[src/rtl/pei_pkg.sv]
package pei_pkg;

    localparam int unsigned MaxSpeedW = 31;
    localparam int unsigned DampingW  = 16;
    localparam int unsigned KindW     = 2;
    localparam int unsigned CfgIdxW   = 2;
    localparam int unsigned CfgDataW  = 31;

    localparam logic [MaxSpeedW-1:0] MaxSpeedReset = 31'd3276800;
    localparam logic [DampingW-1:0]  DampingReset  = 16'd62259;
    localparam logic [KindW-1:0]     KindReset     = 2'd0;

    localparam int unsigned QueueDepth = 2;

    typedef enum logic [1:0] {
        CMD_ADD_ACCEL = 2'd0,
        CMD_INTEGRATE = 2'd1,
        CMD_SET_POS   = 2'd2,
        CMD_SET_VEL   = 2'd3
    } t_cmd;

    typedef enum logic [CfgIdxW-1:0] {
        REG_MAX_SPEED = 2'd0,
        REG_DAMPING   = 2'd1,
        REG_KIND      = 2'd2
    } t_reg_idx;

    localparam logic [KindW-1:0] KindElectron = 2'd2;

    typedef struct packed {
        logic [1:0]         command;
        logic signed [31:0] value_x;
        logic signed [31:0] value_y;
        logic [19:0]        step_time;
    } t_req;

    typedef struct packed {
        logic signed [31:0] pos_x;
        logic signed [31:0] pos_y;
        logic signed [31:0] vel_x;
        logic signed [31:0] vel_y;
        logic               speed_limited;
        logic               saturated;
    } t_rsp;

    // classified request from front to back
    typedef struct packed {
        t_cmd               cmd;
        logic signed [31:0] value_x;
        logic signed [31:0] value_y;
        logic [19:0]        step_time;
    } t_op;

    function automatic logic signed [31:0] clip(input logic signed [37:0] v,
                                                 inout logic sat);
        logic signed [31:0] r;
        if (v > 38'sd2147483647) begin
            r = 32'sh7FFFFFFF;
            sat = 1'b1;
        end else if (v < -38'sd2147483648) begin
            r = 32'sh80000000;
            sat = 1'b1;
        end else begin
            r = v[31:0];
        end
        return r;
    endfunction

endpackage

[src/rtl/pei_front.sv]
module pei_front #(
    parameter int unsigned Depth = pei_pkg::QueueDepth
) (
    input  logic           i_clk,
    input  logic           i_rst_n,
    input  logic           i_push,
    output logic           o_full,
    input  pei_pkg::t_req  i_req,
    output logic           o_valid,
    input  logic           i_take,
    output pei_pkg::t_op   o_op
);

    localparam int unsigned PtrW = $clog2(Depth);

    pei_pkg::t_op    r_mem [Depth];
    logic [PtrW-1:0] r_wr, r_rd;
    logic [PtrW:0]   r_cnt;
    logic            w_push, w_pop;
    pei_pkg::t_op    w_op;

    assign o_full  = (r_cnt == (PtrW+1)'(Depth));
    assign o_valid = (r_cnt != '0);
    assign o_op    = r_mem[r_rd];
    assign w_push  = i_push && !o_full;
    assign w_pop   = i_take && o_valid;

    always_comb begin
        w_op.cmd       = pei_pkg::t_cmd'(i_req.command);
        w_op.value_x   = i_req.value_x;
        w_op.value_y   = i_req.value_y;
        w_op.step_time = i_req.step_time;
    end

    always_ff @(posedge i_clk) begin
        if (!i_rst_n) begin
            r_wr  <= '0;
            r_rd  <= '0;
            r_cnt <= '0;
        end else begin
            if (w_push) r_wr <= (r_wr == PtrW'(Depth-1)) ? '0 : r_wr + 1'b1;
            if (w_pop)  r_rd <= (r_rd == PtrW'(Depth-1)) ? '0 : r_rd + 1'b1;
            r_cnt <= r_cnt + (PtrW+1)'(w_push) - (PtrW+1)'(w_pop);
        end
        if (w_push) r_mem[r_wr] <= w_op;
    end

endmodule

[config.mk]
export PLATFORM = sky130hd
export DESIGN_NAME = pei_front
export DESIGN_NICKNAME = d
export VERILOG_FILES = /design/src/rtl/pei_pkg.sv /design/src/rtl/pei_front.sv
export SDC_FILE = /design/constraint.sdc
export NUM_CORES = 1
export LEC_CHECK = 0
export BUFFER_PORTS_ARGS = -buffer_cell sky130_fd_sc_hd__clkbuf_2
export CORE_MARGIN = 2
export CORE_UTILIZATION = 50
export DETAILED_ROUTE_END_ITERATION = 7
export PLACE_DENSITY = 0.76
export SLEW_MARGIN = 30
export SYNTH_ARGS = -nofsm -noshare
export SYNTH_HDL_FRONTEND = slang
export SYNTH_SLANG_ARGS = --single-unit
[constraint.sdc]
create_clock -name i_clk -period 10.6 [get_ports i_clk]
set_clock_uncertainty 0.1 [all_clocks]
set_input_delay 2.12 -clock i_clk [delete_from_list [all_inputs] [get_ports i_clk]]
set_output_delay 2.12 -clock i_clk [all_outputs]
set_load 0.01 [all_outputs]
==> impl_metrics.yaml, run 1 <==
floorplanning:
  io_pins: 178
  die_x_um: 119
  dieArea_um2: 14200
  row_count: 42
  fp.dieH_um: 119
  core_um2: 13100
  start_util_pct: 50.8
global_routing:
  antenna_found_initial: 0
  overflow: 0
  grt_max_degree: 64
  grt_pass1_vias: 3436
  grt_pass1_wl_um: 17100
  gr-usage-all-layers_pct: 16.0
cts:
  tritoncts: "built"
  root_buffer: "clkbuf_16"
  clock_latency_ns: 0.41
  cts_hold_buf: 0
  htreeDepth: 4
  clock-sinks: 177
  cts_buffers: 17
  clk_pin_slew_ns: 0.06
  clk_path_buf_depth: 2
  cts_setup_buffers: 0
  cts_resized: 0
place:
  port_buffers: 177
  gp_congestion: 0.672
critical_path:
  r2r_start: "r_cnt[0]"
  critPathRequiredTime_ns: 8.38
  slowest_delay_ns: 0.59
  r2r_cells: 5
  crit_chain: "buf_6 > mux2_2 > clkbuf_2"
  worstSetupStartpointType: "flop"
  worst-path-buf-inv: 2
  cpMaxStageDelayCell: "buf_6"
  worstPathArrival_ns: 2.21
  critPathKind: "flop to output pin"
  critPathTopFamily: "buffers and inverters"
  endpoint_kind: "output pin"
  cp_max_fo: 63
  ff2ff_setup_slack_ns: 8.07
  reg2reg_to: "r_mem[0][62]"
drt:
  ant_nets: 0
  drc: 0
  via_per_inst: 4.93
  drtPass1Iterations: 4
  drtIter0Drc: 201
  drt-total-wl_um: 11000
  vias: 3322
  routedWlPerCell_um: 16.3
logic_synthesis:
  synth_flop_cell: "edfxtp_1"
  synth_nets: 387
  synthTopCellsByArea: "edfxtp_1, mux2_4, mux2_2, dfxtp_1, buf_12"
  synth_area_um2: 6650
  synth_cell_types: 21
  yosysSeqAreaShare_pct: 79.2
  ys_top_cells_by_count: "edfxtp_1, mux2_2, mux2_4"
  syn_area_per_cell_um2: 22.5
  synthCells: 295
  yosysMostFrequentCell: "edfxtp_1"
  synth_edf_count: 172
  yosys.area.top_type_share_pct: 77.7
  ys_seq_elements: 177
  yosys.area.top_type: "edfxtp_1"
  synthArstFlopShare_pct: 0
  yosys_warnings: 0
pwr:
  power.leakage_nw: 3.23
  power.share.switching_pct: 26.4
  seq_power_share_pct: 45.1
  internal_power_mw: 1.54
  p_per_area_nw_per_um2: 253
  p_switching_mw: 0.552
  p_total_mw: 2.09
  combPwrFrac_pct: 25.8
  vdd_drop_max_mv: 0.143
  p_clk_share_pct: 29.1
flow_run:
  maxCapViolCount: 0
sta:
  min_period_over_period_pct: 41.8
  setup_viol: 0
  finalHoldViolations: 0
  tightest_slew_ns: 0.752
  rsz0062_at_grt: "no"
  drv_slew: 0
  finalSetupTns_ns: 0
  period_needed_ns: 4.43
  fin_hold_ws_ns: 0.417
  fmax_mhz: 226
  relSlewSlack_pct: 49.9
hold_path:
  min_path_type: "flop to flop"
  min_path_cells: 2
  hp-start: "r_rd"
layout:
  diodes: 0
  final_util_pct: 63.2
  layout.nets: 577
  areaGrowthSynthToFinish_pct: 24.5
  fillers: 929
  drive_above_1_share_pct: 59.6
status:
  outcome: "complete, no violations"
==> worst max-delay path by stage <==
stage	start	endpoint	slack (ns)	cells past startpoint
2_1_floorplan	i_push	r_mem[0][0]	4.17	2
3_3_place_gp	i_push	r_mem[0][53]	6.18	4
3_5_place_dp	flop	o_op[74]	6.35	3
4_1_cts	flop	o_op[74]	5.90	3
5_1_grt	flop	o_op[74]	6.07	3
6_report	flop	o_op[25]	6.17	3
==> registers in the layout (all words and copies together), names as in the netlist, named ones only <==
register and flops:
r_cnt 2, r_rd 1, r_mem 172, r_wr 1
==> logic make-up after synthesis <==
group / Yosys count / share of synthesized area, %
mux: 87 / 17.0
xor+xnor: 2 / 0.264
buf+inv: 13 / 2.07
simple gates: 13 / 0.979
fa+ha+maj: 2 / 0.376
compound gates: 1 / 0.113
flops: 177 / 79.2
==> placed cells by master, fill, tap and decap left out, drive strengths merged <==
master,n
nor2,4
clkinvlp,2
nor3,1
and3,1
inv,3
bufinv,3
o21a,1
edfxtp,172
ha,2
mux2,86
mux2i,1
clkinv,8
xnor2,1
and2,2
nand2b,2
xor2,1
or2,1
nand2,2
buf,4
dfxtp,5
clkbuf,196
==> metrics by stage <==
stage               cells  instance area [um^2]  setup WS [ns]
floorplan             295                  6650           4.17
global placement      641                  7660           6.18
detailed placement    642                  7690           6.35
CTS                   674                  8270           5.90
global route          674                  8270           6.07
finish                674                  8270           6.17
==> layer usage <==
layer / global-route usage, % / vias to the layer above / routed length, um
li1: - / 1546 / -
met5: 0 / - / 0
met4: 6.40 / 0 / 166
met2: 26.4 / 132 / 5450
met3: 5.27 / 15 / 826
met1: 19.6 / 1629 / 4530
==> power by group through the flow <==
| stage | sequential, mW | combinational [mW] | clock [mW] |
|---|---|---|---|
| final | 0.943 | 0.539 | 0.608 |
| after CTS | 0.945 | 0.551 | 0.619 |
| after global placement | 0.953 | 0.534 | 0 |
| after detailed placement | 0.959 | 0.550 | 0 |
| after floorplan | 0.948 | 0.393 | 0 |
| after global routing | 0.956 | 0.580 | 0.646 |
==> layout make-up <==
class | count | area (um^2) | share of cell area, %
clock inverters | 13 | 144 | 1.74
clock buffers | 19 | 433 | 5.23
well taps | 176 | 220 | 2.66
inverters | 3 | 11.3 | 0.136
flip-flops and latches | 177 | 5270 | 63.7
multi-input cells | 105 | 1260 | 15.2
repair buffers | 181 | 940 | 11.4
==> worst register-to-register path, cell delays in order (launching register included) <==
cell	delay (ns)
dfxtp_1	0.38
nand2b_1	0.18
nand2_1	0.16
nor2_4	0.54
buf_16	0.25
buf_4	0.51
Note: power is estimated with default switching activity, not from simulation.
==> run 2: changes to the inputs <==
ABC_AREA = 1   (was not set)
CORE_UTILIZATION = 47   (was 50)
PLACE_DENSITY = 0.75   (was 0.76)
clock period = 3.7 ns   (was 10.6 ns; I/O delays follow)
==> impl_metrics.yaml, run 2 <==
logic_synthesis:
  yosys.area.top_type_share_pct: 77.6
  synthCells: 306
  synth_cell_types: 14
  synthArstFlopShare_pct: 0
  yosys.area.top_type: "edfxtp_1"
  synthTopCellsByArea: "edfxtp_1, mux2_4, mux2_2, dfxtp_1, buf_12"
  yosys_warnings: 0
  synth_area_um2: 6660
  yosysMostFrequentCell: "edfxtp_1"
  ys_top_cells_by_count: "edfxtp_1, mux2_2, mux2_4"
  synth_edf_count: 172
  ys_seq_elements: 177
  synth_flop_cell: "edfxtp_1"
  synth_nets: 398
  yosysSeqAreaShare_pct: 79.1
  syn_area_per_cell_um2: 21.8
pwr:
  p_switching_mw: 1.46
  p_clk_share_pct: 29.4
  internal_power_mw: 4.17
  seq_power_share_pct: 47.4
  power.share.switching_pct: 26.0
  p_total_mw: 5.64
  vdd_drop_max_mv: 0.546
  combPwrFrac_pct: 23.2
  p_per_area_nw_per_um2: 682
  power.leakage_nw: 3.24
cts:
  cts_setup_buffers: 0
  tritoncts: "built"
  clk_pin_slew_ns: 0.06
  clock_latency_ns: 0.41
  clock-sinks: 177
  root_buffer: "clkbuf_16"
  cts_resized: 0
  clk_path_buf_depth: 2
  htreeDepth: 4
  cts_hold_buf: 0
  cts_buffers: 17
global_routing:
  grt_pass1_wl_um: 16600
  overflow: 0
  grt_pass1_vias: 3374
  grt_max_degree: 87
  gr-usage-all-layers_pct: 15.1
  antenna_found_initial: 1
critical_path:
  critPathKind: "flop to output pin"
  worstSetupStartpointType: "flop"
  cp_max_fo: 51
  critPathRequiredTime_ns: 2.86
  endpoint_kind: "output pin"
  worstPathArrival_ns: 2.08
sta:
  relSlewSlack_pct: 44.6
  min_period_over_period_pct: 79.0
  period_needed_ns: 2.92
  rsz0062_at_grt: "no"
  finalHoldViolations: 0
  fin_hold_ws_ns: 0.410
  drv_slew: 0
  setup_ws_ns: 0.776
  fmax_mhz: 342
  finalSetupTns_ns: 0
  tightest_slew_ns: 0.832
  setup_viol: 0
layout:
  areaGrowthSynthToFinish_pct: 24.1
  largest_reg_flops: 172
  drive_above_1_share_pct: 58.1
  reg_top3: "r_mem: 172 flops, r_cnt: 2 flops"
  multi_input_area_um2: 1240
  largest_register: "r_mem"
  layout.nets: 587
  fillers: 1067
  final_cell_mix: "clkbuf_2, edfxtp_1, mux2_2"
  stdcell_area_um2: 8260
  layout_commonest_cell: "clkbuf_2"
  seq_area_um2: 5270
hold_path:
  min_path_type: "input port to flop"
place:
  port_buffers: 177
  hpwl_um: 7340
  gp_congestion: 0.717
  placed_area_um2: 7710
  pre_cts_slack_ns: 1.19
drt:
  ant_nets: 0
  drc: 0
  drtPass1Iterations: 4
  vias: 3316
  drtIter0Drc: 219
  drt-total-wl_um: 11300
  via_per_inst: 4.81
  routedWlPerCell_um: 16.4
floorplanning:
  fp.dieH_um: 123
  die_x_um: 123
  io_pins: 178
  row_count: 43
  dieArea_um2: 15100
  start_util_pct: 48.0
  core_um2: 13900
status:
  outcome: "complete, no violations"
flow_run:
  maxCapViolCount: 0
## run 2: changes by cell type after synthesis, moves of 2 or more
cell      previous run  this run
nand2_1              2         9
inv_1                3         9
nor2_1               4         8
nand3_1              0         3
a21oi_1              0         2
and2_1               2         0
nand2b_1             2         0
## run 2: path summary, 6_finish.rpt
kind	startpoint	endpoint	slack [ns]	cells after the start
setup / recovery	flop	o_op[18]	0.78	3
hold / removal	i_req[11]	r_mem[1][11]	0.41	1
setup reg to reg	r_cnt[0]	r_mem[1][17]	1.82	5
hold reg to reg	r_rd	flop	0.46	2
## run 2: through the flow
stage                     util, %  instances
after CTS                    59.5        688
final                        59.5        689
after floorplan                 -        306
after global routing         59.5        688
after global placement       55.5        656
after detailed placement     55.5        656
## run 2: power by group through the flow
stage	Combinational (mW)	Clock [mW]	Sequential, mW
floorplan	0.957	0	2.65
CTS	1.33	1.70	2.68
detailed placement	1.32	0	2.72
global route	1.42	1.78	2.70
global placement	1.31	0	2.70
finish	1.31	1.66	2.67
## run 2: worst max-delay path: stages (launching register included)
cell	delay (ns)
dfxtp_4	0.72
buf_12	0.37
mux2_2	0.39
clkbuf_2	0.13
## run 2: per-layer routing
metal  global-route usage (%)  vias up  part of all wire, %
li1                         -     1567                    -
met1                     17.5     1618                   40
met2                     24.3      115                   49
met3                     6.83       16                  8.9
met4                     6.68        0                  1.7
met5                        0        -                    0
## run 2: cell families after synthesis
kind of cell / count (synthesis) / share of synthesized area (%)
simple gates: 20 / 1.18
fa+ha+maj: 2 / 0.376
mux: 86 / 16.8
compound gates: 2 / 0.150
flops: 177 / 79.1
buf+inv: 19 / 2.41
## run 2: area by class of cell
type	instances	share of cell area, %
Tap cell	180	2.73
Multi-Input combinational cell	110	15.0
Clock buffer	19	5.24
Timing Repair Buffer	180	11.3
Clock inverter	13	1.45
Inverter	9	0.424
Sequential cell	177	63.8
Antenna cell	1	0.0303
==> run 3: changes to the inputs <==
clock period = 2.4 ns   (was 3.7 ns; I/O delays follow)
==> impl_metrics.yaml, run 3 (synthesis gave the netlist of run 2 again) <==
global_routing:
  met3_usage_pct: 7.43
  grt_busiest_layer: "met2"
  gr-usage-all-layers_pct: 15.6
  grt_pass1_vias: 3527
  antenna_found_initial: 0
  grt_pass1_wl_um: 17300
  overflow: 0
  grt_max_degree: 65
  met1_usage_pct: 17.4
  grt_use_met2_pct: 26.1
sta:
  finalHoldViolations: 0
  rsz0062_at_grt: "no"
  relSlewSlack_pct: 70.1
  setup_ws_ns: 0.145
  fmax_mhz: 443
  finalSetupTns_ns: 0
  drv_slew: 0
  min_period_over_period_pct: 94.0
  fin_hold_ws_ns: 0.146
  tightest_slew_ns: 0.449
  setup_viol: 0
  period_needed_ns: 2.26
cts:
  cts_buffers: 17
  tritoncts: "built"
  htreeDepth: 4
  root_buffer: "clkbuf_16"
  clk_pin_slew_ns: 0.06
  clock_latency_ns: 0.41
  clk_path_buf_depth: 2
  cts_setup_buffers: 0
  cts_hold_buf: 0
  cts_resized: 0
  clock-sinks: 177
place:
  hpwl_um: 7860
  port_buffers: 177
  gp_congestion: 0.697
  placed_area_um2: 7750
  pre_cts_slack_ns: 0.548
  post-place-cells: 659
critical_path:
  worstPathArrival_ns: 1.68
  cp_max_fo: 64
  worstSetupStartpointType: "flop"
  worst-path-buf-inv: 2
  cpMaxStageDelayCell: "mux2_2"
  critPathTopFamily: "buffers and inverters"
  critPathKind: "flop to output pin"
  crit_chain: "buf_12 > mux2_2 > clkbuf_2"
  endpoint_kind: "output pin"
  critPathRequiredTime_ns: 1.82
  slowest_delay_ns: 0.39
  r2r_start: "r_cnt[0]"
status:
  outcome: "complete, no violations"
drt:
  drtIter0Drc: 184
  vias: 3379
  ant_nets: 0
  via_per_inst: 4.89
  routedWlPerCell_um: 16.6
  drc: 0
  drtPass1Iterations: 4
  drt-total-wl_um: 11500
layout:
  largest_register: "r_mem"
  stdcell_area_um2: 8330
  final_cell_mix: "clkbuf_2, edfxtp_1, mux2_2"
  drive_above_1_share_pct: 58.3
  layout_commonest_cell: "clkbuf_2"
  largest_reg_flops: 172
  reg_top3: "r_mem: 172 flops, r_cnt: 2 flops"
  final_util_pct: 60.0
  areaGrowthSynthToFinish_pct: 25.1
  instances_no_fill: 691
  layout.nets: 590
  diodes: 0
floorplanning:
  start_util_pct: 48.0
  dieArea_um2: 15100
  core_um2: 13900
  io_pins: 178
  row_count: 43
  fp.dieH_um: 123
  die_x_um: 123
pwr:
  p_total_mw: 8.84
  vdd_drop_max_mv: 0.529
  power.leakage_nw: 3.26
  p_per_area_nw_per_um2: 1060
flow_run:
  maxCapViolCount: 0
hold_path:
  hp-start: "i_req[8]"
  min_path_type: "input port to flop"
==> run 3: cell count changes in the layout (fill, tap and decap cells not counted) <==
| cell | change |
|---|---|
| buf_4 | +2 |
| clkinv_1 | -2 |
| bufinv_16 | +1 |
| clkinv_2 | -3 |
| clkinv_4 | -1 |
| buf_12 | +2 |
| clkinvlp_4 | +3 |
| diode_2 | -1 |
| buf_6 | -1 |
| clkbuf_1 | +2 |
==> run 3: final timing paths <==
| check | slack, ns | end | cells after the start |
|---|---|---|---|
| setup / recovery | 0.14 | o_op[75] | 3 |
| hold / removal | 0.15 | r_mem[0][8] | 1 |
| setup reg to reg | 0.64 | r_mem[1][74] | 5 |
| hold reg to reg | 0.46 | r_wr | 2 |
==> run 3: routing by layer <==
metal | vias to the layer above | wire [um]
met5 | - | 0
met4 | 0 | 103
met3 | 9 | 1010
met2 | 125 | 5790
met1 | 1671 | 4560
li1 | 1574 | -
==> run 3: power breakdown <==
group / internal, mW / switching (mW) / total, mW / leakage [nW]
combinational: 1.02 / 1.11 / 2.14 / 1.34
clock: 1.63 / 1.04 / 2.67 / 0.272
sequential: 3.92 / 0.115 / 4.04 / 1.65
==> run 3: final cells by class <==
class | instances | area, um^2
multi-input cells | 110 | 1240
flip-flops and latches | 177 | 5270
inverters | 9 | 37.5
well taps | 180 | 225
clock buffers | 21 | 440
clock inverters | 11 | 139
repair buffers | 183 | 981
fillers | 1054 | 5550
